## src/rtl/core/stepgen_pkg.sv

```systemverilog
// Shared types, constants and the half-step coil table for the stepper step generator.
// Used by every module under rtl/core; depends on nothing.
`timescale 1ns / 1ps
`default_nettype none

package stepgen_pkg;

    // timing and rate limits
    localparam int TICKS_PER_SECOND = 1000000;
    localparam int MAX_RATE         = 5000;
    localparam int RESET_RATE       = 100;
    localparam int MIN_RATE         = 10;
    localparam int JOG_MAX          = 10;

    localparam int ELAPSED_W = 20;
    localparam int RATE_W    = 13;
    localparam int POS_W     = 32;
    localparam int CMD_W     = 4;
    localparam int JOG_W     = 4;
    localparam int PHASE_W   = 3;
    localparam int COIL_W    = 4;

    localparam logic [ELAPSED_W-1:0] ELAPSED_MAX    = '1;
    localparam logic [ELAPSED_W-1:0] TICKS_WORD     = ELAPSED_W'(TICKS_PER_SECOND);
    localparam logic [ELAPSED_W-1:0] RESET_INTERVAL = ELAPSED_W'(TICKS_PER_SECOND / RESET_RATE);

    // speed tiers
    localparam logic [RATE_W-1:0] TIER_LO_LIMIT  = RATE_W'(100);
    localparam logic [RATE_W-1:0] TIER_MID_LIMIT = RATE_W'(1000);
    localparam logic [RATE_W-1:0] TIER_LO_STEP   = RATE_W'(10);
    localparam logic [RATE_W-1:0] TIER_MID_STEP  = RATE_W'(50);
    localparam logic [RATE_W-1:0] TIER_HI_STEP   = RATE_W'(250);

    // interval divider: one quotient bit per cycle
    localparam int DIV_STEPS = ELAPSED_W;
    localparam int DIV_CNT_W = $clog2(DIV_STEPS);

    // command queue between front and back
    localparam int QDEPTH  = 4;
    localparam int QPTR_W  = $clog2(QDEPTH);
    localparam int QCNT_W  = $clog2(QDEPTH + 1);

    // register map
    localparam int PADDR_W = 3;
    localparam int PDATA_W = 32;
    localparam logic [PADDR_W-1:0] ADDR_WIRING_MODE = PADDR_W'(0);

    // wiring modes
    localparam logic WIRING_STEP_DIR  = 1'b0;
    localparam logic WIRING_FOUR_WIRE = 1'b1;

    // command codes on s_cmd
    localparam logic [CMD_W-1:0] CMD_TICK    = 4'd0;
    localparam logic [CMD_W-1:0] CMD_JOG     = 4'd1;
    localparam logic [CMD_W-1:0] CMD_RUN     = 4'd2;
    localparam logic [CMD_W-1:0] CMD_REVERSE = 4'd3;
    localparam logic [CMD_W-1:0] CMD_ENABLE  = 4'd4;
    localparam logic [CMD_W-1:0] CMD_ZERO    = 4'd5;
    localparam logic [CMD_W-1:0] CMD_HOME    = 4'd6;
    localparam logic [CMD_W-1:0] CMD_FASTER  = 4'd7;
    localparam logic [CMD_W-1:0] CMD_SLOWER  = 4'd8;

    typedef enum logic [3:0] {
        OP_TICK,
        OP_JOG,
        OP_RUN,
        OP_REVERSE,
        OP_ENABLE,
        OP_ZERO,
        OP_HOME,
        OP_FASTER,
        OP_SLOWER,
        OP_NOP
    } op_code_t;

    typedef struct packed {
        op_code_t          code;
        logic              jog_fwd;
        logic [JOG_W-1:0]  jog_count;   // already clamped to JOG_MAX
    } op_t;

    typedef struct packed {
        logic we;
        logic wiring;
    } cfg_wr_t;

    typedef struct packed {
        logic                    step_strobe;
        logic                    dir_level;
        logic                    enable_n;
        logic [COIL_W-1:0]       coil_pattern;
        logic signed [POS_W-1:0] position_now;
        logic [RATE_W-1:0]       rate_now;
        logic                    running_now;
        logic                    homing_now;
        logic                    enabled_now;
        logic                    forward_now;
        logic                    home_reached;
        logic                    last_result;
    } result_t;

    typedef enum logic [2:0] {
        ST_IDLE = 3'b001,
        ST_JOG  = 3'b010,
        ST_DIV  = 3'b100
    } back_state_t;

    function automatic logic [COIL_W-1:0] half_step_coils(input logic [PHASE_W-1:0] ph);
        logic [COIL_W-1:0] c;
        unique case (ph)
            3'd0:    c = 4'b0001;
            3'd1:    c = 4'b0011;
            3'd2:    c = 4'b0010;
            3'd3:    c = 4'b0110;
            3'd4:    c = 4'b0100;
            3'd5:    c = 4'b1100;
            3'd6:    c = 4'b1000;
            3'd7:    c = 4'b1001;
            default: c = 4'b0000;
        endcase
        return c;
    endfunction

endpackage

`default_nettype wire

```

## src/rtl/core/stepgen_front.sv

```systemverilog
// Front end: decodes an incoming command word into a queue entry.
// Depends on stepgen_pkg.
`timescale 1ns / 1ps
`default_nettype none

module stepgen_front (
    input  wire logic                     s_valid,
    output logic                          s_ready,
    input  wire logic [stepgen_pkg::CMD_W-1:0] s_cmd,
    input  wire logic                     s_jog_forward,
    input  wire logic [stepgen_pkg::JOG_W-1:0] s_jog_steps,
    output logic                          q_valid,
    input  wire logic                     q_ready,
    output stepgen_pkg::op_t              q_op
);
    import stepgen_pkg::*;

    assign q_valid = s_valid;
    assign s_ready = q_ready;

    always_comb begin
        q_op.jog_fwd   = s_jog_forward;
        q_op.jog_count = (s_jog_steps > JOG_W'(JOG_MAX)) ? JOG_W'(JOG_MAX) : s_jog_steps;
        unique case (s_cmd)
            CMD_TICK:    q_op.code = OP_TICK;
            CMD_JOG:     q_op.code = OP_JOG;
            CMD_RUN:     q_op.code = OP_RUN;
            CMD_REVERSE: q_op.code = OP_REVERSE;
            CMD_ENABLE:  q_op.code = OP_ENABLE;
            CMD_ZERO:    q_op.code = OP_ZERO;
            CMD_HOME:    q_op.code = OP_HOME;
            CMD_FASTER:  q_op.code = OP_FASTER;
            CMD_SLOWER:  q_op.code = OP_SLOWER;
            default:     q_op.code = OP_NOP;   // unused codes are ignored
        endcase
    end

endmodule

`default_nettype wire

```

## src/rtl/core/stepgen_queue.sv

```systemverilog
// Short command queue between front and back.
// Depends on stepgen_pkg.
`timescale 1ns / 1ps
`default_nettype none

module stepgen_queue (
    input  wire logic             aclk,
    input  wire logic             aresetn,
    input  wire logic             wr_valid,
    output logic                  wr_ready,
    input  wire stepgen_pkg::op_t wr_op,
    output logic                  rd_valid,
    input  wire logic             rd_pop,
    output stepgen_pkg::op_t      rd_op
);
    import stepgen_pkg::*;

    op_t               entry_reg [QDEPTH];
    logic [QPTR_W-1:0] wr_ptr_reg, wr_ptr_next;
    logic [QPTR_W-1:0] rd_ptr_reg, rd_ptr_next;
    logic [QCNT_W-1:0] count_reg, count_next;
    logic              push, pop;

    assign wr_ready = (count_reg != QCNT_W'(QDEPTH));
    assign rd_valid = (count_reg != '0);
    assign rd_op    = entry_reg[rd_ptr_reg];

    assign push = wr_valid && wr_ready;
    assign pop  = rd_pop && rd_valid;

    always_comb begin
        wr_ptr_next = push ? wr_ptr_reg + 1'b1 : wr_ptr_reg;
        rd_ptr_next = pop  ? rd_ptr_reg + 1'b1 : rd_ptr_reg;
        count_next  = count_reg;
        priority if (push && !pop) begin
            count_next = count_reg + 1'b1;
        end else if (pop && !push) begin
            count_next = count_reg - 1'b1;
        end
    end

    always_ff @(posedge aclk) begin
        if (!aresetn) begin
            wr_ptr_reg <= '0;
            rd_ptr_reg <= '0;
            count_reg  <= '0;
        end else begin
            wr_ptr_reg <= wr_ptr_next;
            rd_ptr_reg <= rd_ptr_next;
            count_reg  <= count_next;
        end
    end

    always_ff @(posedge aclk) begin
        if (push) begin
            entry_reg[wr_ptr_reg] <= wr_op;
        end
    end

endmodule

`default_nettype wire

```

## src/rtl/core/stepgen_div.sv

```systemverilog
// Restoring divider: step interval = ticks per second / rate, one bit per cycle.
// Depends on stepgen_pkg.
`timescale 1ns / 1ps
`default_nettype none

module stepgen_div (
    input  wire logic                              aclk,
    input  wire logic                              aresetn,
    input  wire logic                              start,
    input  wire logic [stepgen_pkg::RATE_W-1:0]    divisor,
    output logic                                   done,
    output logic [stepgen_pkg::ELAPSED_W-1:0]      quotient
);
    import stepgen_pkg::*;

    logic                 busy_reg, busy_next;
    logic                 done_reg, done_next;
    logic [DIV_CNT_W-1:0] cnt_reg, cnt_next;
    logic [RATE_W-1:0]    rem_reg, rem_next;
    logic [ELAPSED_W-1:0] quo_reg, quo_next;     // dividend shifts out, quotient shifts in
    logic [RATE_W-1:0]    dvs_reg, dvs_next;
    logic [RATE_W:0]      trial;
    logic                 fits;

    assign trial = {rem_reg, quo_reg[ELAPSED_W-1]};
    assign fits  = (trial >= {1'b0, dvs_reg});

    always_comb begin
        busy_next = busy_reg;
        done_next = 1'b0;
        cnt_next  = cnt_reg;
        rem_next  = rem_reg;
        quo_next  = quo_reg;
        dvs_next  = dvs_reg;
        priority if (start) begin
            busy_next = 1'b1;
            cnt_next  = '0;
            rem_next  = '0;
            quo_next  = TICKS_WORD;
            dvs_next  = divisor;
        end else if (busy_reg) begin
            rem_next = fits ? RATE_W'(trial - {1'b0, dvs_reg}) : trial[RATE_W-1:0];
            quo_next = {quo_reg[ELAPSED_W-2:0], fits};
            cnt_next = cnt_reg + 1'b1;
            if (cnt_reg == DIV_CNT_W'(DIV_STEPS - 1)) begin
                busy_next = 1'b0;
                done_next = 1'b1;
            end
        end
    end

    always_ff @(posedge aclk) begin
        if (!aresetn) begin
            busy_reg <= 1'b0;
            done_reg <= 1'b0;
            cnt_reg  <= '0;
        end else begin
            busy_reg <= busy_next;
            done_reg <= done_next;
            cnt_reg  <= cnt_next;
        end
    end

    always_ff @(posedge aclk) begin
        rem_reg <= rem_next;
        quo_reg <= quo_next;
        dvs_reg <= dvs_next;
    end

    assign done     = done_reg;
    assign quotient = quo_reg;

endmodule

`default_nettype wire

```

## src/rtl/core/stepgen_back.sv

```systemverilog
// Back end: motor state, step timing, jog sequencing and the result register.
// Depends on stepgen_pkg and stepgen_div.
`timescale 1ns / 1ps
`default_nettype none

module stepgen_back (
    input  wire logic                aclk,
    input  wire logic                aresetn,
    input  wire stepgen_pkg::cfg_wr_t cfg,
    output logic                     wiring_mode,
    input  wire logic                q_valid,
    output logic                     q_pop,
    input  wire stepgen_pkg::op_t    q_op,
    output logic                     m_valid,
    input  wire logic                m_ready,
    output stepgen_pkg::result_t     m_result
);
    import stepgen_pkg::*;

    back_state_t          state_reg, state_next;
    logic                 wiring_reg, wiring_next;
    logic [POS_W-1:0]     pos_reg, pos_next;
    logic [PHASE_W-1:0]   phase_reg, phase_next;
    logic [COIL_W-1:0]    coil_reg, coil_next;
    logic [RATE_W-1:0]    rate_reg, rate_next;
    logic [ELAPSED_W-1:0] interval_reg, interval_next;
    logic [ELAPSED_W-1:0] elapsed_reg, elapsed_next;
    logic                 run_reg, run_next;
    logic                 home_reg, home_next;
    logic                 enable_reg, enable_next;
    logic                 fwd_reg, fwd_next;
    logic                 dir_reg, dir_next;
    logic [JOG_W-1:0]     jog_left_reg, jog_left_next;
    logic                 jog_fwd_reg, jog_fwd_next;
    logic                 m_valid_reg, m_valid_next;
    result_t              res_reg, res_next;

    logic                 can_emit, emit, last, home_hit, strobe;
    logic                 do_step, step_fwd, div_start, div_done;
    logic [ELAPSED_W-1:0] elapsed_inc, div_quo;
    logic [RATE_W:0]      rate_sum;
    logic [RATE_W-1:0]    rate_inc, rate_dec;

    assign can_emit = !m_valid_reg || m_ready;

    stepgen_div u_div (
        .aclk     (aclk),
        .aresetn  (aresetn),
        .start    (div_start),
        .divisor  (rate_next),
        .done     (div_done),
        .quotient (div_quo)
    );

    always_comb begin
        rate_inc = (rate_reg < TIER_LO_LIMIT)  ? TIER_LO_STEP :
                   (rate_reg < TIER_MID_LIMIT) ? TIER_MID_STEP : TIER_HI_STEP;
        rate_dec = (rate_reg <= TIER_LO_LIMIT)  ? TIER_LO_STEP :
                   (rate_reg <= TIER_MID_LIMIT) ? TIER_MID_STEP : TIER_HI_STEP;
        rate_sum = {1'b0, rate_reg} + {1'b0, rate_inc};
        elapsed_inc = (elapsed_reg == ELAPSED_MAX) ? elapsed_reg : elapsed_reg + 1'b1;
    end

    always_comb begin
        state_next    = state_reg;
        wiring_next   = wiring_reg;
        pos_next      = pos_reg;
        phase_next    = phase_reg;
        coil_next     = coil_reg;
        rate_next     = rate_reg;
        interval_next = interval_reg;
        elapsed_next  = elapsed_reg;
        run_next      = run_reg;
        home_next     = home_reg;
        enable_next   = enable_reg;
        fwd_next      = fwd_reg;
        dir_next      = dir_reg;
        jog_left_next = jog_left_reg;
        jog_fwd_next  = jog_fwd_reg;
        q_pop         = 1'b0;
        emit          = 1'b0;
        last          = 1'b1;
        home_hit      = 1'b0;
        do_step       = 1'b0;
        step_fwd      = 1'b0;
        strobe        = 1'b0;
        div_start     = 1'b0;

        unique case (state_reg)
            ST_IDLE: begin
                if (q_valid && can_emit) begin
                    q_pop = 1'b1;
                    emit  = 1'b1;
                    unique case (q_op.code)
                        OP_TICK: begin
                            if ((run_reg || home_reg) && elapsed_inc >= interval_reg) begin
                                elapsed_next = '0;
                                if (home_reg) begin
                                    if (pos_reg == '0) begin
                                        home_next = 1'b0;
                                        home_hit  = 1'b1;
                                    end else begin
                                        do_step  = 1'b1;
                                        step_fwd = pos_reg[POS_W-1];
                                    end
                                end else begin
                                    do_step  = 1'b1;
                                    step_fwd = fwd_reg;
                                end
                            end else begin
                                elapsed_next = elapsed_inc;
                            end
                        end
                        OP_JOG: begin
                            run_next  = 1'b0;
                            home_next = 1'b0;
                            if (q_op.jog_count != '0) begin
                                // the burst itself is emitted from ST_JOG
                                emit          = 1'b0;
                                jog_left_next = q_op.jog_count;
                                jog_fwd_next  = q_op.jog_fwd;
                                state_next    = ST_JOG;
                            end
                        end
                        OP_RUN: begin
                            run_next  = !run_reg;
                            home_next = 1'b0;
                        end
                        OP_REVERSE: fwd_next = !fwd_reg;
                        OP_ENABLE: begin
                            enable_next = !enable_reg;
                            if (enable_reg) begin
                                coil_next = '0;
                            end
                        end
                        OP_ZERO: pos_next = '0;
                        OP_HOME: begin
                            home_next = 1'b1;
                            run_next  = 1'b0;
                        end
                        OP_FASTER: begin
                            rate_next  = (rate_sum > (RATE_W + 1)'(MAX_RATE)) ?
                                         RATE_W'(MAX_RATE) : rate_sum[RATE_W-1:0];
                            div_start  = 1'b1;
                            state_next = ST_DIV;
                        end
                        OP_SLOWER: begin
                            rate_next  = ({1'b0, rate_reg} > ({1'b0, rate_dec} + (RATE_W + 1)'(MIN_RATE))) ?
                                         rate_reg - rate_dec : RATE_W'(MIN_RATE);
                            div_start  = 1'b1;
                            state_next = ST_DIV;
                        end
                        default: ;
                    endcase
                end
            end
            ST_JOG: begin
                if (can_emit) begin
                    emit          = 1'b1;
                    do_step       = 1'b1;
                    step_fwd      = jog_fwd_reg;
                    last          = (jog_left_reg == JOG_W'(1));
                    jog_left_next = jog_left_reg - 1'b1;
                    if (last) begin
                        state_next = ST_IDLE;
                    end
                end
            end
            ST_DIV: begin
                if (div_done) begin
                    interval_next = div_quo;
                    state_next    = ST_IDLE;
                end
            end
            default: state_next = ST_IDLE;
        endcase

        // one step; a disabled driver yields the result but nothing moves
        if (do_step && enable_reg) begin
            if (wiring_reg == WIRING_STEP_DIR) begin
                dir_next = step_fwd;
                strobe   = 1'b1;
            end else begin
                phase_next = step_fwd ? phase_reg + 1'b1 : phase_reg - 1'b1;
                coil_next  = half_step_coils(phase_next);
            end
            pos_next = step_fwd ? pos_reg + 1'b1 : pos_reg - 1'b1;
        end

        // mode change: only to be written while idle, by the user; the block does not enforce it
        if (cfg.we && cfg.wiring != wiring_reg) begin
            wiring_next = cfg.wiring;
            run_next    = 1'b0;
            home_next   = 1'b0;
            coil_next   = '0;
            dir_next    = 1'b0;
        end
    end

    always_comb begin
        m_valid_next = emit ? 1'b1 : (m_ready ? 1'b0 : m_valid_reg);
        res_next     = res_reg;
        if (emit) begin
            res_next.step_strobe  = strobe;
            res_next.dir_level    = (wiring_reg == WIRING_STEP_DIR) && dir_next;
            res_next.enable_n     = !enable_next;
            res_next.coil_pattern = (wiring_reg == WIRING_FOUR_WIRE) ? coil_next : '0;
            res_next.position_now = signed'(pos_next);
            res_next.rate_now     = rate_next;
            res_next.running_now  = run_next;
            res_next.homing_now   = home_next;
            res_next.enabled_now  = enable_next;
            res_next.forward_now  = fwd_next;
            res_next.home_reached = home_hit;
            res_next.last_result  = last;
        end
    end

    always_ff @(posedge aclk) begin
        if (!aresetn) begin
            state_reg    <= ST_IDLE;
            wiring_reg   <= WIRING_STEP_DIR;
            pos_reg      <= '0;
            phase_reg    <= '0;
            coil_reg     <= '0;
            rate_reg     <= RATE_W'(RESET_RATE);
            interval_reg <= RESET_INTERVAL;
            elapsed_reg  <= '0;
            run_reg      <= 1'b0;
            home_reg     <= 1'b0;
            enable_reg   <= 1'b1;
            fwd_reg      <= 1'b1;
            dir_reg      <= 1'b0;
            jog_left_reg <= '0;
            m_valid_reg  <= 1'b0;
        end else begin
            state_reg    <= state_next;
            wiring_reg   <= wiring_next;
            pos_reg      <= pos_next;
            phase_reg    <= phase_next;
            coil_reg     <= coil_next;
            rate_reg     <= rate_next;
            interval_reg <= interval_next;
            elapsed_reg  <= elapsed_next;
            run_reg      <= run_next;
            home_reg     <= home_next;
            enable_reg   <= enable_next;
            fwd_reg      <= fwd_next;
            dir_reg      <= dir_next;
            jog_left_reg <= jog_left_next;
            m_valid_reg  <= m_valid_next;
        end
    end

    always_ff @(posedge aclk) begin
        jog_fwd_reg <= jog_fwd_next;
        res_reg     <= res_next;
    end

    assign wiring_mode = wiring_reg;
    assign m_valid     = m_valid_reg;
    assign m_result    = res_reg;

endmodule

`default_nettype wire

```

## src/rtl/core/stepper_motor_step_generator_unit.sv

```systemverilog
// Stepper step generator top level: APB register, command front end, queue, back end.
// Depends on stepgen_pkg, stepgen_front, stepgen_queue, stepgen_back (and stepgen_div).
// Flow: an accepted word enters the queue; the back end then pops it and registers its result.
// Throughput: one word per cycle for tick and flag commands while the result sink keeps up;
//   a jog of k steps is decoded first, then emits k results on consecutive cycles unless stalled;
//   faster/slower stall the back end while the divider (one quotient bit per cycle) rebuilds the interval.
// Reset: aresetn is synchronous, active low; clears queue and output valid,
//   loads rate 100, interval 10000 ticks, enabled, forward, step/dir wiring.
`timescale 1ns / 1ps
`default_nettype none

module stepper_motor_step_generator_unit (
    input  wire logic                                  aclk,
    input  wire logic                                  aresetn,
    // APB-style configuration port
    input  wire logic                                  psel,
    input  wire logic                                  penable,
    input  wire logic                                  pwrite,
    input  wire logic [stepgen_pkg::PADDR_W-1:0]       paddr,
    input  wire logic [stepgen_pkg::PDATA_W-1:0]       pwdata,
    output logic      [stepgen_pkg::PDATA_W-1:0]       prdata,
    output logic                                       pready,
    // command words
    input  wire logic                                  s_valid,
    output logic                                       s_ready,
    input  wire logic [stepgen_pkg::CMD_W-1:0]         s_cmd,
    input  wire logic                                  s_jog_forward,
    input  wire logic [stepgen_pkg::JOG_W-1:0]         s_jog_steps,
    // result words
    output logic                                       m_valid,
    input  wire logic                                  m_ready,
    output logic                                       m_step_strobe,
    output logic                                       m_dir_level,
    output logic                                       m_enable_n,
    output logic      [stepgen_pkg::COIL_W-1:0]        m_coil_pattern,
    output logic signed [stepgen_pkg::POS_W-1:0]       m_position_now,
    output logic      [stepgen_pkg::RATE_W-1:0]        m_rate_now,
    output logic                                       m_running_now,
    output logic                                       m_homing_now,
    output logic                                       m_enabled_now,
    output logic                                       m_forward_now,
    output logic                                       m_home_reached,
    output logic                                       m_last_result
);
    import stepgen_pkg::*;

    logic    q_in_valid, q_in_ready, q_out_valid, q_pop;
    op_t     q_in_op, q_out_op;
    cfg_wr_t cfg;
    logic    wiring_mode;
    result_t res;

    // Register file: a single wiring_mode bit at offset 0. No wait states.
    assign pready     = 1'b1;
    assign cfg.we     = psel && penable && pwrite && (paddr == ADDR_WIRING_MODE);
    assign cfg.wiring = pwdata[0];
    assign prdata     = (paddr == ADDR_WIRING_MODE) ? PDATA_W'(wiring_mode) : '0;

    // front: classify and clamp the command word
    stepgen_front u_front (
        .s_valid       (s_valid),
        .s_ready       (s_ready),
        .s_cmd         (s_cmd),
        .s_jog_forward (s_jog_forward),
        .s_jog_steps   (s_jog_steps),
        .q_valid       (q_in_valid),
        .q_ready       (q_in_ready),
        .q_op          (q_in_op)
    );

    // decoupling queue: front keeps taking words while the back end is busy, until the queue is full
    stepgen_queue u_queue (
        .aclk     (aclk),
        .aresetn  (aresetn),
        .wr_valid (q_in_valid),
        .wr_ready (q_in_ready),
        .wr_op    (q_in_op),
        .rd_valid (q_out_valid),
        .rd_pop   (q_pop),
        .rd_op    (q_out_op)
    );

    // back: motor state, step timing, result register
    stepgen_back u_back (
        .aclk        (aclk),
        .aresetn     (aresetn),
        .cfg         (cfg),
        .wiring_mode (wiring_mode),
        .q_valid     (q_out_valid),
        .q_pop       (q_pop),
        .q_op        (q_out_op),
        .m_valid     (m_valid),
        .m_ready     (m_ready),
        .m_result    (res)
    );

    assign m_step_strobe  = res.step_strobe;
    assign m_dir_level    = res.dir_level;
    assign m_enable_n     = res.enable_n;
    assign m_coil_pattern = res.coil_pattern;
    assign m_position_now = res.position_now;
    assign m_rate_now     = res.rate_now;
    assign m_running_now  = res.running_now;
    assign m_homing_now   = res.homing_now;
    assign m_enabled_now  = res.enabled_now;
    assign m_forward_now  = res.forward_now;
    assign m_home_reached = res.home_reached;
    assign m_last_result  = res.last_result;

endmodule

`default_nettype wire

```

## config.mk

```make
export PLATFORM = sky130hd
export DESIGN_NAME = stepper_motor_step_generator_unit
export DESIGN_NICKNAME = d
export VERILOG_FILES = /design/src/rtl/core/stepgen_pkg.sv /design/src/rtl/core/stepgen_front.sv /design/src/rtl/core/stepgen_queue.sv /design/src/rtl/core/stepgen_div.sv /design/src/rtl/core/stepgen_back.sv /design/src/rtl/core/stepper_motor_step_generator_unit.sv
export SDC_FILE = /design/constraint.sdc
export NUM_CORES = 1
export LEC_CHECK = 0
export BUFFER_PORTS_ARGS = -buffer_cell sky130_fd_sc_hd__clkbuf_2
export CORE_UTILIZATION = 47
export CTS_CLUSTER_SIZE = 12
export DETAILED_ROUTE_END_ITERATION = 16
export GPL_TIMING_DRIVEN = 0
export PLACE_DENSITY = 0.68
export SLEW_MARGIN = 20
export SYNTH_ARGS = -nofsm -noshare
export SYNTH_HDL_FRONTEND = slang
export SYNTH_SLANG_ARGS = --single-unit
```

## constraint.sdc

```tcl
create_clock -name aclk -period 6.1 [get_ports aclk]
set_input_delay 1.22 -clock aclk [delete_from_list [all_inputs] [get_ports aclk]]
set_output_delay 1.22 -clock aclk [all_outputs]
set_load 0.02 [all_outputs]
```

==> results.json, run 1 <==
{
  "status": "complete, no violations",
  "yosysUniqueCellTypes": 79,
  "p_leak_nw": 7.01,
  "synth.area.top_cells": "edfxtp_1 (22%), dfxtp_1 (21%), ha_1 (8.0%)",
  "die_width_um": 178,
  "hold_viol_final": 0,
  "worst_pin_slew_ns": 0.800,
  "synth_seq_cells": 263,
  "largest_reg_flops": 58,
  "cts_tree": "built",
  "yosys_warnings": 0,
  "relSlewSlack_pct": 46.7,
  "track_usage_pct": 21.8,
  "antenna_found_initial": 0,
  "finalClockSkew_ns": 0.0164,
  "dieArea_um2": 31700,
  "end_kind": "register",
  "drt_iter0_markers": 706,
  "rows": 64,
  "drive_above_1_share_pct": 15.0,
  "cts_max_level": 1,
  "grt_pass1_vias": 11100,
  "clk_pin_slew_ns": 0.06,
  "period_needed_ns": 5.89,
  "power_mw": 7.01,
  "layout_commonest_cell": "dfxtp_1",
  "ir_drop_mv": 0.258,
  "synth-edff-count": 108,
  "detailed_place.area_um2": 15700,
  "synthFlopType": "dfxtp_1",
  "via_per_inst": 5.56,
  "start_util_pct": 47.7,
  "ios": 144,
  "clk_latency_ns": 0.55,
  "dp_hpwl_um": 25500,
  "synthesis.area_um2": 14600,
  "cts_root_buf": "clkbuf_16",
  "finalWeightedCongestion": 0.891,
  "yosys.area.top_type_share_pct": 22.3,
  "cp_data_required_time_ns": 6.39,
  "worstSetupStartpointType": "register",
  "drt_pass1_iterations": 5,
  "final_net_count": 1863,
  "ys_async_sr_fraction_pct": 0,
  "setup-violations-final": 0,
  "period_share_pct": 96.6,
  "postRouteAntennaNets": 0,
  "antenna_cells": 0,
  "grt_start_max_net_pins": 25,
  "crit_arrival_ns": 6.19,
  "area_growth_pct": 16.4,
  "holdCritPathClass": "reg -> reg",
  "cts_buffer_depth": 3,
  "synth_area_per_cell_um2": 9.33,
  "overflow": 0,
  "die_y_um": 178,
  "fmax_mhz": 170,
  "drv_cap": 0,
  "synth_seq_area_share_pct": 43.6,
  "finalMaxSlewViolations": 0,
  "wire_per_inst_um": 16.3,
  "port-buffer-count": 79,
  "pwr_density_cell_nw_per_um2": 414,
  "yosysTopAreaCell": "edfxtp_1",
  "critPathMaxFanout": 9,
  "criticalPathCategory": "reg -> reg",
  "drt_wl_total_um": 34800,
  "cts_buffers": 29,
  "drc": 0,
  "grt_pass1_wl_um": 55500,
  "syn_inst": 1560,
  "numClockSinks": 263,
  "coreArea_um2": 30500,
  "route.vias.total": 11900,
  "stdcell_area_um2": 16900,
  "layout_common_cells": "dfxtp_1 (155), nand2_1 (150), nor2_1 (132)"
}
## through the flow
step           hold slack (ns)  util [%]  TNS [ns]  std cells  worst slack (ns)
2_1_floorplan            0.432         -         0       1590           0.00791
3_3_place_gp             0.447      51.2   -104.43       2065             -1.24
3_5_place_dp             0.451      51.5    -43.60       2068             -1.23
4_1_cts                  0.459      55.2         0       2134           0.00978
5_1_grt                  0.480      55.5   -0.0619       2133           -0.0619
6_report                 0.455      55.5         0       2133             0.207
## worst paths after layout
kind | from | cells after the start | end | slack, ns
worst max-delay path | u_back.elapsed_reg[4]$_SDFFE_PN0P_ | 27 | u_back.m_result[50]$_DFFE_PP_ | 0.21
worst min-delay path | u_back.interval_reg[17]$_SDFFE_PN0P_ | 2 | u_back.interval_reg[17]$_SDFFE_PN0P_ | 0.46
worst max register to register | u_back.elapsed_reg[4]$_SDFFE_PN0P_ | 27 | u_back.m_result[50]$_DFFE_PP_ | 0.21
worst min register to register | u_back.interval_reg[17]$_SDFFE_PN0P_ | 2 | u_back.interval_reg[17]$_SDFFE_PN0P_ | 0.46
## synth_stat cells (5+ instances only)
master and instances:
a211oi_1 13, a21o_1 25, a21oi_1 115, a22oi_1 23, a31oi_1 13, and2_1 40
and3_1 8, buf_2 12, buf_4 34, clkbuf_1 45, dfxtp_1 155, edfxtp_1 108
ha_1 93, inv_1 72, mux2i_1 34, mux4_2 9, nand2_1 151, nand2b_1 16
nand3_1 58, nand4_1 16, nor2_1 134, nor2b_1 24, nor3_1 22, nor4_1 18
o211ai_1 20, o21a_1 11, o21ai_0 89, o21bai_1 5, o22ai_1 9, o31ai_1 5
or2_2 7, or3_1 9, xnor2_1 46, xor2_1 30
## what timing repair did
| action | CTS | global route |
|---|---|---|
| gates resized for setup | 23 | 24 |
| hold buffers | 0 | 0 |
| pin swaps | 6 | 11 |
| setup buffers | 14 | 5 |
| cloned | 1 | 0 |
| endpoints found under the setup margin | 62 | 38 |
## final cells by class
cell class	instances	area, µm²
Clock buffer	43	832
Sequential cell	263	6350
Timing Repair Buffer	101	637
Multi-Input combinational cell	1154	7730
Fill cell	2686	13600
Tap cell	396	495
Inverter	74	282
Timing Repair inverter	1	7.51
Buffer	91	505
Clock inverter	10	103
## logic make-up (layout without fill, tap and decap cells)
family,after synthesis,count (layout),share of synthesized area (%)
AOI/OAI and AO/OA,377,377,16.4
xor gates and xnor gates,76,76,4.57
adders and majority gates,97,97,8.54
buffers and inverters,173,320,5.56
DFF,263,263,43.6
muxes,47,47,4.04
other,2,32,0.0516
and+or+nand+nor,525,525,17.3
## routing by layer
metal	wire length [µm]	GRT usage (%)	vias up
met5	0	0	-
met4	1020	6.84	0
met3	1570	2.66	68
met2	16100	36.0	308
met1	16100	29.6	5622
li1	-	-	5866
## report_power, final
part	total, mW	leakage (nW)	switching, mW	internal (mW)
sequential	2.53	2.28	0.203	2.32
clock	1.71	0.465	0.689	1.02
combinational	2.78	4.27	1.70	1.07
total	7.01	7.01	2.60	4.42
## worst max-delay path, cell delays in order, from the launching register on
cell	delay, ns
dfxtp_1	0.44
and4_4	0.26
nand3_1	0.10
or2_4	0.31
or3_4	0.39
and3_4	0.22
nand4_1	0.10
xnor2_1	0.09
ha_1	0.28
nand2_1	0.06
nor3_1	0.18
a21oi_1	0.10
o21a_1	0.24
nor2_2	0.11
a32o_2	0.24
clkinvlp_4	0.15
buf_6	0.19
ha_4	0.26
clkbuf_2	0.17
nand4_1	0.22
nor4_4	0.31
o21ai_1	0.12
o221ai_2	0.20
a211oi_2	0.08
o31a_1	0.34
xnor2_2	0.15
mux2i_1	0.24
nand2_1	0.08
(Power assumes the default switching activity.)
==> run 2: changes to the inputs <==
SETUP_SLACK_MARGIN = 0.4   (was unset)
==> results.json, run 2 (synthesis gave the netlist of run 1 again) <==
{
  "final_net_count": 1899,
  "ios": 144,
  "crit_arrival_ns": 6.26,
  "start_util_pct": 47.7,
  "drc": 0,
  "worstSetupStartpointType": "register",
  "status": "complete, no violations",
  "clk_pin_slew_ns": 0.06,
  "port-buffer-count": 79,
  "fmax_mhz": 172,
  "largest_reg_flops": 58,
  "track_usage_pct": 22.8,
  "rows": 64,
  "drive_above_1_share_pct": 20.2,
  "antenna_found_initial": 0,
  "cts_root_buf": "clkbuf_16",
  "detailed_place.area_um2": 15800,
  "ir_drop_mv": 0.243,
  "grt_pass1_vias": 11300,
  "area_growth_pct": 21.9,
  "setup-violations-final": 0,
  "cp_data_required_time_ns": 6.53,
  "place_inst": 2068,
  "drt_wl_total_um": 36400,
  "coreArea_um2": 30500,
  "grt_pass1_wl_um": 57600,
  "end_kind": "register",
  "holdCritPathClass": "reg -> reg",
  "worst_pin_slew_ns": 0.880,
  "cts_buffers": 30,
  "cts_tree": "built",
  "via_per_inst": 5.56,
  "clk_latency_ns": 0.58,
  "layout_common_cells": "dfxtp_1 (150), nand2_1 (146), nor2_1 (130)",
  "drt_iter0_markers": 756,
  "rsz0062_at_grt": "true",
  "tns_ns": 0,
  "layout_commonest_cell": "dfxtp_1",
  "reg2reg_setup_slack_ns": 0.27,
  "critPathMaxFanout": 8,
  "finalWeightedCongestion": 0.925,
  "cpPeakStageDelay_ns": 0.37,
  "cts_buffer_depth": 3,
  "cp_slowest_cell": "nor3_1",
  "postRouteAntennaNets": 0,
  "stdcell_count": 2171,
  "finalClockSkew_ns": 0.0169,
  "hold_viol_final": 0,
  "cts_max_level": 1,
  "dieArea_um2": 31700,
  "criticalPathCategory": "reg -> reg",
  "antenna_cells": 0,
  "period_share_pct": 95.5,
  "drt_pass1_iterations": 5,
  "pwr_density_cell_nw_per_um2": 400,
  "numClockSinks": 263,
  "finalMaxSlewViolations": 0,
  "fin_hold_ws_ns": 0.456,
  "stdcell_area_um2": 17700,
  "route.vias.total": 12100,
  "overflow": 0,
  "die_y_um": 178,
  "wire_per_inst_um": 16.8,
  "relSlewSlack_pct": 40.9,
  "drv_cap": 0,
  "die_width_um": 178,
  "dp_hpwl_um": 25600,
  "grt_start_max_net_pins": 25,
  "p_leak_nw": 7.34,
  "period_needed_ns": 5.83
}
[run 2: cell types whose count changed in the layout (fill, tap and decap cells not counted), sizes merged]
cell      before  now
clkbuf       162  165
buf           73  103
clkinv         8   12
clkinvlp       2    4
bufinv         2    1
[run 2: final cells by class]
cell class | instances | area [µm²]
fill | 2680 | 12800
multi-input combinational | 1154 | 8150
sequential | 263 | 6350
timing repair buffer | 128 | 891
clock buffer | 41 | 842
buffer | 99 | 592
tap | 396 | 495
inverter | 74 | 282
clock inverter | 15 | 133
timing repair inverter | 1 | 7.51
[run 2: per-stage QoR]
stage          utilization, %  power, mW  setup WS (ns)
3_3_place_gp             51.7       5.13         -0.963
5_1_grt                  58.2       7.54         0.0184
6_report                 58.2       7.09          0.275
2_1_floorplan               -       4.51          0.180
3_5_place_dp             51.9       5.28         -0.968
4_1_cts                  57.3       7.10          0.268
[run 2: report_power, final]
group	switching [mW]	internal, mW	total, mW	leakage, nW
sequential	0.200	2.32	2.53	2.28
clock	0.747	1.01	1.76	0.479
combinational	1.73	1.08	2.81	4.58
total	2.68	4.42	7.09	7.34
[run 2: metal layers]
layer / part of all wire, % / up-vias / global-route usage (%)
met3: 4.7 / 67 / 2.86
met5: 0 / - / 0
met2: 48 / 299 / 38.0
li1: - / 5943 / -
met4: 2.5 / 0 / 6.52
met1: 45 / 5771 / 30.8
[run 2: critical path, delay by kind of cell (launching register included)]
kind | cells | cell delay [ns]
adders and majority gates | 2 | 0.61
DFF | 1 | 0.33
buffers and inverters | 7 | 0.92
xor gates and xnor gates | 1 | 0.10
AOI/OAI and AO/OA | 7 | 1.28
and+or+nand+nor | 13 | 2.43
[run 2: timing repair]
item	4_1_cts	5_1_grt
resized for setup	74	49
endpoints found under the setup margin	67	48
gates cloned	2	0
hold buffers	0	0
pin swaps	31	36
setup buffers	36	9
[run 2: final timing paths]
check,to,from,depth (start not counted)
min,u_back.interval_reg[6]$_SDFFE_PN0P_,u_back.interval_reg[6]$_SDFFE_PN0P_,2
max,u_back.m_result[49]$_DFFE_PP_,u_back.elapsed_reg[3]$_SDFFE_PN0P_,30
min reg2reg,u_back.interval_reg[6]$_SDFFE_PN0P_,u_back.interval_reg[6]$_SDFFE_PN0P_,2
max reg2reg,u_back.m_result[49]$_DFFE_PP_,u_back.elapsed_reg[3]$_SDFFE_PN0P_,30
==> run 3: changes to the inputs <==
CORE_UTILIZATION = 50   (was 47)
PLACE_DENSITY = 0.72   (was 0.68)
==> results.json, run 3 (synthesis gave the netlist of run 1 again) <==
{
  "period_needed_ns": 5.96,
  "cts_root_buf": "clkbuf_16",
  "reg2reg_depth": 30,
  "power_mw": 7.12,
  "cts_tree": "built",
  "grt_pass1_wl_um": 59000,
  "largest_reg_flops": 58,
  "cts_buffers": 29,
  "via_per_inst": 5.72,
  "fin_hold_ws_ns": 0.459,
  "track_usage_pct": 24.1,
  "ios": 144,
  "fmax_mhz": 168,
  "hold_viol_final": 0,
  "drt_wl_total_um": 38100,
  "setup-violations-final": 0,
  "cpPeakStageDelay_ns": 0.39,
  "drv_cap": 0,
  "die_y_um": 173,
  "met3_length_um": 2510,
  "drt_iter0_markers": 803,
  "crit_path_start": "u_back.elapsed_reg[6]$_SDFFE_PN0P_",
  "cp_slowest_cell": "dfxtp_2",
  "wire_per_inst_um": 17.4,
  "dr_wl_met2_um": 17900,
  "ir_drop_mv": 0.260,
  "finalMaxSlewViolations": 0,
  "cp_num_cells": 30,
  "drt_pass1_iterations": 5,
  "grt_pass1_vias": 11700,
  "dp_hpwl_um": 25200,
  "dieArea_um2": 29800,
  "pwr_density_cell_nw_per_um2": 391,
  "reg2reg_setup_slack_ns": 0.14,
  "criticalPathCategory": "reg -> reg",
  "coreArea_um2": 28700,
  "relSlewSlack_pct": 46.8,
  "path_delay_family": "simple AND/OR/NAND/NOR gates",
  "place_inst": 2056,
  "hold_buffers": 0,
  "r2r-start": "u_back.elapsed_reg[6]$_SDFFE_PN0P_",
  "rows": 62,
  "crit_arrival_ns": 6.27,
  "p_leak_nw": 7.57,
  "antenna_found_initial": 0,
  "finalWeightedCongestion": 0.896,
  "clk_latency_ns": 0.57,
  "tns_ns": 0,
  "worstSetupStartpointType": "register",
  "finalClockSkew_ns": 0.0131,
  "layout_commonest_cell": "dfxtp_1",
  "die_width_um": 173,
  "grt_start_max_net_pins": 23,
  "end_kind": "register",
  "clk_pin_slew_ns": 0.06,
  "postRouteAntennaNets": 0,
  "routedLengthMet1_um": 16300,
  "period_share_pct": 97.6,
  "fillers": 2302,
  "antenna_cells": 0,
  "crit_end": "u_back.m_result[50]$_DFFE_PP_",
  "drc": 0,
  "worst_pin_slew_ns": 0.799,
  "rr_endpoint": "u_back.m_result[50]$_DFFE_PP_",
  "place_ws_ns": -0.880,
  "critPathMaxFanout": 8,
  "port-buffer-count": 79,
  "start_util_pct": 50.7,
  "fin_ws_ns": 0.144,
  "cts_max_level": 1,
  "holdCritPathClass": "reg -> reg",
  "final_net_count": 1929,
  "drive_above_1_share_pct": 22.5,
  "layout_common_cells": "dfxtp_1 (148), nand2_1 (146), nor2_1 (131)",
  "crit_buf_inv": 6,
  "numClockSinks": 263,
  "rsz0062_at_grt": "true",
  "route.vias.total": 12500,
  "stdcell_count": 2188,
  "area_growth_pct": 25.0,
  "top_layer": "met4",
  "cts_buffer_depth": 3,
  "cp_data_required_time_ns": 6.41,
  "overflow": 0,
  "status": "complete, no violations"
}
run 3: timing repair:
item | in CTS | in global routing
endpoints found under the setup margin | 67 | 54
pin swaps | 20 | 53
cloned | 2 | 0
gates resized for setup | 46 | 155
buffers inserted | 54 | 22
run 3: report_power, final:
group	switching, mW	internal, mW
Clock	0.722	1.01
Sequential	0.205	2.32
Combinational	1.74	1.11
run 3: area by class of cell:
| class | instances | area (µm²) | share of cell area, % |
|---|---|---|---|
| multi-input combinational | 1154 | 8270 | 45.5 |
| sequential | 263 | 6360 | 34.9 |
| timing repair buffer | 159 | 1260 | 6.93 |
| clock buffer | 41 | 812 | 4.46 |
| buffer | 99 | 599 | 3.29 |
| tap | 384 | 480 | 2.64 |
| inverter | 74 | 282 | 1.55 |
| clock inverter | 13 | 126 | 0.694 |
| timing repair inverter | 1 | 7.51 | 0.0413 |
run 3: through the flow:
step / util (%) / area [µm²]
6_report: 63.4 / 18200
5_1_grt: 63.4 / 18200
4_1_cts: 60.7 / 17400
3_5_place_dp: 55.2 / 15800
3_3_place_gp: 54.9 / 15700
2_1_floorplan: - / 14900
run 3: worst min-delay path by stage:
stage,from,to,slack [ns],cells after the start
floorplan,u_back.u_div.quotient[19]$_SDFFE_PP1P_,u_back.interval_reg[19]$_SDFFE_PN0P_,0.43,2
global placement,u_back.interval_reg[6]$_SDFFE_PN0P_,u_back.interval_reg[6]$_SDFFE_PN0P_,0.45,2
detailed placement,u_back.interval_reg[3]$_SDFFE_PN0P_,u_back.interval_reg[3]$_SDFFE_PN0P_,0.45,2
CTS,u_back.interval_reg[3]$_SDFFE_PN0P_,u_back.interval_reg[3]$_SDFFE_PN0P_,0.46,2
global route,u_back.interval_reg[1]$_SDFFE_PN0P_,u_back.interval_reg[1]$_SDFFE_PN0P_,0.48,2
finish,u_back.interval_reg[17]$_SDFFE_PN0P_,u_back.interval_reg[17]$_SDFFE_PN0P_,0.46,2
run 3: worst min-delay path, cell delays in order, from the launching register on:
cell,delay (ns)
dfxtp_1,0.31
nand2_1,0.05
a21oi_1,0.05
run 3: routing by layer:
metal	up-vias	GRT usage, %
met5	-	0
met4	0	9.30
met3	113	3.21
met2	453	40.0
met1	5958	31.9
li1	5986	-
